--- src/sv/isc_pkg.sv ---
// Shared types and constants for the itemset support counter.
`timescale 1ns / 1ps
package isc_pkg;

  localparam int MAX_TRANSACTIONS = 1024;
  localparam int ITEM_BITS        = 64;
  localparam int ADDR_W           = $clog2(MAX_TRANSACTIONS);
  localparam int COUNT_W          = $clog2(MAX_TRANSACTIONS + 1);
  localparam int FIELD_COUNT_W    = 11;
  localparam int THR_W            = 17;
  localparam int FRAC_W           = 16;
  localparam int PROD_W           = THR_W + COUNT_W;
  localparam int CFG_IDX_W        = 2;

  localparam logic [CFG_IDX_W-1:0] CFG_MIN_SUPPORT    = 2'd0;
  localparam logic [CFG_IDX_W-1:0] CFG_MIN_CONFIDENCE = 2'd1;

  localparam logic [THR_W-1:0] MIN_SUPPORT_RST    = 17'd32768;
  localparam logic [THR_W-1:0] MIN_CONFIDENCE_RST = 17'd45875;

  typedef enum logic [1:0] {
    ACT_CLEAR   = 2'd0,
    ACT_APPEND  = 2'd1,
    ACT_SUPPORT = 2'd2,
    ACT_RULE    = 2'd3
  } action_t;

  typedef enum logic [1:0] {
    ST_OK    = 2'd0,
    ST_FULL  = 2'd1,
    ST_EMPTY = 2'd2
  } status_t;

  typedef enum logic [1:0] {
    BK_IDLE,
    BK_SCAN,
    BK_MUL,
    BK_CMP
  } back_state_t;

  // input word
  typedef struct packed {
    action_t     action;
    logic [63:0] itemset_a;
    logic [63:0] itemset_b;
  } cmd_t;

  // result word
  typedef struct packed {
    status_t                  status;
    logic [FIELD_COUNT_W-1:0] joint_count;
    logic [FIELD_COUNT_W-1:0] antecedent_count;
    logic                     passes;
  } result_t;

  // classified command held in the queue between front and back
  typedef struct packed {
    action_t              action;
    logic                 is_query;
    logic [ITEM_BITS-1:0] a;
    logic [ITEM_BITS-1:0] both;
  } op_t;

endpackage

--- src/sv/isc_front.sv ---
// Command front end: accepts words, classifies them, queues them for the back end.
`timescale 1ns / 1ps
module isc_front import isc_pkg::*; (
  input  logic clk,
  input  logic rst,
  input  logic start,
  input  cmd_t cmd,
  output logic busy,
  output logic q_valid,
  output op_t  q_word,
  input  logic q_pop
);

  logic [1:0] fill;
  logic [1:0] fill_next;
  logic       wr_ptr;
  logic       rd_ptr;
  logic       push;
  op_t        slots [2];
  op_t        op_in;

  // classify and trim to the item width
  always_comb begin
    op_in.action   = cmd.action;
    op_in.is_query = (cmd.action == ACT_SUPPORT) || (cmd.action == ACT_RULE);
    op_in.a        = cmd.itemset_a[ITEM_BITS-1:0];
    op_in.both     = cmd.itemset_a[ITEM_BITS-1:0] | cmd.itemset_b[ITEM_BITS-1:0];
  end

  assign busy    = (fill == 2'd2);
  assign push    = start && !busy;
  assign q_valid = (fill != 2'd0);
  assign q_word  = slots[rd_ptr];

  always_comb begin
    fill_next = fill;
    if (push && !q_pop) begin
      fill_next = fill + 2'd1;
    end else if (q_pop && !push) begin
      fill_next = fill - 2'd1;
    end
  end

  always_ff @(posedge clk) begin
    if (rst) begin
      fill   <= 2'd0;
      wr_ptr <= 1'b0;
      rd_ptr <= 1'b0;
    end else begin
      fill <= fill_next;
      if (push) begin
        wr_ptr <= ~wr_ptr;
      end
      if (q_pop) begin
        rd_ptr <= ~rd_ptr;
      end
    end
  end

  always_ff @(posedge clk) begin
    if (push) begin
      slots[wr_ptr] <= op_in;
    end
  end

  pop_needs_word: assert property (@(posedge clk) disable iff (rst) q_pop |-> q_valid)
    else $error("queue popped while empty");

endmodule

--- config.mk ---
export PLATFORM = sky130hd
export DESIGN_NAME = isc_front
export DESIGN_NICKNAME = d
export VERILOG_FILES = /design/src/sv/isc_pkg.sv /design/src/sv/isc_front.sv
export SDC_FILE = /design/constraint.sdc
export NUM_CORES = 1
export LEC_CHECK = 0
export ABC_AREA = 1
export ABC_CLOCK_PERIOD_IN_PS = 8900
export BUFFER_PORTS_ARGS = -buffer_cell sky130_fd_sc_hd__buf_2
export CORE_MARGIN = 8
export CORE_UTILIZATION = 40
export CTS_CLUSTER_DIAMETER = 120
export DETAILED_ROUTE_END_ITERATION = 8
export PLACE_DENSITY_LB_ADDON = 0.1
export SLEW_MARGIN = 15
export SYNTH_ARGS = -nofsm -noshare
export SYNTH_HDL_FRONTEND = slang
export SYNTH_SLANG_ARGS = --single-unit
--- constraint.sdc ---
create_clock -name clk -period 8.9 [get_ports clk]
set_input_delay 1.335 -clock clk [delete_from_list [all_inputs] [get_ports clk]]
set_output_delay 1.335 -clock clk [all_outputs]
set_load 0.01 [all_outputs]
# Word level (Yosys, flattened, before mapping)
# Memory sizes are Yosys's and may differ from the RTL's. A register that Yosys moved wholly into a read port is not among the register bits.
# Cells that the tools add are included.
# op_classes
n_addsub	2
n_bitwise	3
n_eq_ne	3
muxes	6
n_reduce_logical	9
# ops
op	n
OR 64 bit	1
equality test 2 bit (second input constant)	3
2-to-1 mux 1 bit	4
2-to-1 mux 2 bit	2
nonzero test 2 bit	2
logical AND 1 bit	3
zero test 1 bit	3
adder 2 x 1 -> 2 bit (second input constant)	1
inverter 1 bit	2
subtractor 2 x 1 -> 2 bit (second input constant)	1
logical OR 1 bit	1
# word_totals
out_inout_bits	133
ff_bits	4
n_memories	1
input_bits	134
ram_bits	262
# memory_table
memory	words	word_bits	rd	rd_clocked_by_memory_dff	write_ports	line	rtl
slots	2	131	1	1	1	isc_front.sv:19	op_t slots [2];

# Depth between registers and ports, before layout
# logic_depth
depth_word	7
mapped_depth	10
depth_no_buf	10

# Least setup slack after synthesis
# Ideal clock, no wire load.
# synth_timing
kind	in2reg
startpoint	input port start
endpoint	memory slots[0][0] (netlist name), enable pin
setup_ps	623
path_stages	2
required_ps	8277
setup_slack_ps	1344
arrival_ps	6932
cell_sequence	o21ai_0 -> nor2_1
# synth_via
elab_chain_len	3
# synth_rtl
element	line	rtl
start: declaration	isc_front.sv:6	input logic start,
logical AND 1 bit	isc_front.sv:31	assign push = start && !busy;
2-to-1 mux 1 bit	isc_front.sv:61	if (push) begin
2-to-1 mux 1 bit (not written as such)	isc_front.sv:62	slots[wr_ptr] <= op_in;
end: declaration	isc_front.sv:19	
# Every way passes these cells.

==> reports/results.txt <==
leak pwr: 4.92 nW
total power: 2.94 mW
Hold-fix buffers, CTS: 0
worst skew pair latency: 0.51 ns
CTS H-Tree Depth: 1
clk slew on worst S/H paths: 0.06 ns
met1 track demand over resource: 0.159
Initial Utilization: 0.404
global placement routability congestion: 0.722
Pwr Density: 227 nW/µm²
count leader, synth: edfxtp_1
Vias: 5315
core area: 25900 µm²
Worst path max stage delay: 0.81 ns
Setup TNS: 0 ns
Fillers: 2219
Sink Count: 267
EDFF count, synth: 262
worst setup path class: reg -> out
Chip Width: 178 µm
DRT Wirelength: 21.6 mm
clk root buf: clkbuf_16
PortBufs: 266
drt wl/cell: 18.8 µm
P_int: 2.27 mW
FF-to-FF End: slots[1][12]
asr flop ratio synth: 0
first-pass GRT wire length: 32.1 mm
postcts setup bufs: 0
Die Y: 178 µm
clock network power share: 0.345
Setup Viol. Count Final: 0
Worst slew margin: 0.286
DRT Pass-1 Iters: 4
antenna violations before repair: 0
CP endpoint kind: output pin
Worst-Margin Slew: 1.07 ns
synthesized area: 10500 µm²
global route total overflow: 0
Synth Register Bits: 267
Post-synth top cells: 262 x edfxtp_1, 90 x mux2_4, 64 x or2_2
Crit path max-delay family: buffers and inverters
net load switching power: 669 µW
slowest CP cell: buf_4
Worst Reg-to-Reg Cells: 5
Min Clock Period, post-route: 3.84 ns
Layout Skew: 0.00803 ns
status: completed
top cells by area, synth: edfxtp_1 75%, mux2_4 13%, mux2_2 4.4%
CP Max Fanout: 58
critical path data required time: 7.57 ns
Pins Over Slew Limit: 0
crit start category: flip-flop
CTS max path bufs: 3
sw frac: 0.228
layout cell share with drive strength beyond 1: 0.617
antenna cell count: 0
predominant post-synthesis flop cell: edfxtp_1
post-cts resize count: 0
worst min path class: reg -> reg
antenna-violating nets left: 0
Yosys top cell by area: edfxtp_1
sequential share of power: 0.518
Comb pwr share: 0.137
die area: 31600 µm²
largest net degree at the start of global routing: 74
Worst Path Arrival: 2.51 ns
Net Count, Synth: 643
routing usage on met3: 0.0466
Area Growth Syn to Fin: 23.5%
Unique masters post-synth: 18
Cell Rows: 59
Top-Level Pins: 267
worst-path cell chain: buf_4, mux2_2, buf_2
Max Freq: 0.260 GHz
Via-to-Cell Ratio: 4.63
worst r2r src: fill[1]
stages on the worst setup path: 3
post-synthesis sequential area ratio: 0.761
global routing's busiest layer: met2
TritonCTS clock tree: done
# nets final: 928
post-synth top area share: 0.752
number of global-route vias before repair: 5875
Final Hold Fails: 0
setup slack, reg-to-reg: 6.00 ns
crit share post-route: 0.432
routing usage on met2: 0.217
# DRC: 0
global-route usage over all layers: 0.130
syn avg cell area: 20.6 µm²
Max VDD drop: 0.110 mV
crit path capture: q_word[28]
Max Cap Violations: 0
post-synthesis cell count: 508
TritonCTS Buffers: 27
Yosys warnings: 0
DPL Wire Length: 15.0 mm
crit path buf inv count: 2
RSZ-0062 raised after global routing: false
1st-iter DRT viols: 233
## flip-flops by register name (all words and copies together) (netlist names), named ones only
| signal | cells |
|---|---|
| slots | 262 |
| fill | 2 |
| wr_ptr | 1 |
| rd_ptr | 1 |
## power by group through the flow
stage | logic (mW) | registers (mW) | clock network, mW
3_3_place_gp | 0.409 | 1.54 | 0
4_1_cts | 0.416 | 1.52 | 1.05
5_1_grt | 0.438 | 1.53 | 1.09
2_1_floorplan | 0.255 | 1.56 | 0
6_report | 0.404 | 1.52 | 1.01
3_5_place_dp | 0.415 | 1.55 | 0
## layout by cell type, fill, tap and decap left out, drive strengths merged, types with 3 or more instances in the layout
cell,n
dfxtp,5
nor2,8
inv,9
buf,272
mux2,131
o21ai,3
clkbuf,34
edfxtp,262
or2,64
nand2,5
clkinv,13
## how the worst min path moves through the flow
stage	startpoint	endpoint	slack (ns)	depth (start not counted)
final	rd_ptr	flip-flop	0.51	2
after global routing	rd_ptr	rd_ptr	0.55	2
after CTS	rd_ptr	rd_ptr	0.52	2
after detailed placement	rd_ptr	rd_ptr	0.50	2
after global placement	rd_ptr	rd_ptr	0.50	2
after floorplan	wr_ptr	wr_ptr	0.48	2
## tightest hold or removal path, stage by stage (launching register included)
cell	delay, ns
dfxtp_1	0.32
xnor2_1	0.08
nor2_1	0.08
## through the flow
stage | setup slack [ns] | utilization | cells | hold slack [ns] | instance area (µm²)
global route | 4.96 | 0.499 | 1148 | 0.554 | 12900
detailed placement | 4.95 | 0.468 | 1099 | 0.501 | 12100
CTS | 5.02 | 0.499 | 1148 | 0.517 | 12900
floorplan | 1.34 | - | 508 | 0.476 | 10500
finish | 5.06 | 0.499 | 1148 | 0.514 | 12900
global placement | 5.06 | 0.468 | 1099 | 0.495 | 12100
## layout make-up
cell class	count	area [µm²]	area share
sequential	267	7970	0.617
multi-input combinational	216	2330	0.180
timing repair buffer	272	1380	0.107
clock buffer	34	702	0.0543
tap	335	419	0.0324
clock inverter	15	90.1	0.00697
inverter	9	33.8	0.00261
## logic make-up (layout without fill, tap and decap cells)
family | count (synthesis) | after routing | synth area share
buf+inv | 25 | 330 | 0.0177
simple gates | 79 | 79 | 0.0440
flops | 267 | 267 | 0.761
fa+ha+maj | 1 | 1 | 0.00120
xor+xnor | 1 | 1 | 0.000837
mux | 131 | 131 | 0.173
compound gates | 4 | 4 | 0.00191
## routing by layer
layer,share of wire,wire (µm)
met5,0,0
met4,0.016,336
met3,0.098,2120
met2,0.48,10400
met1,0.41,8810
Note: power is estimated with default switching activity, not from simulation.
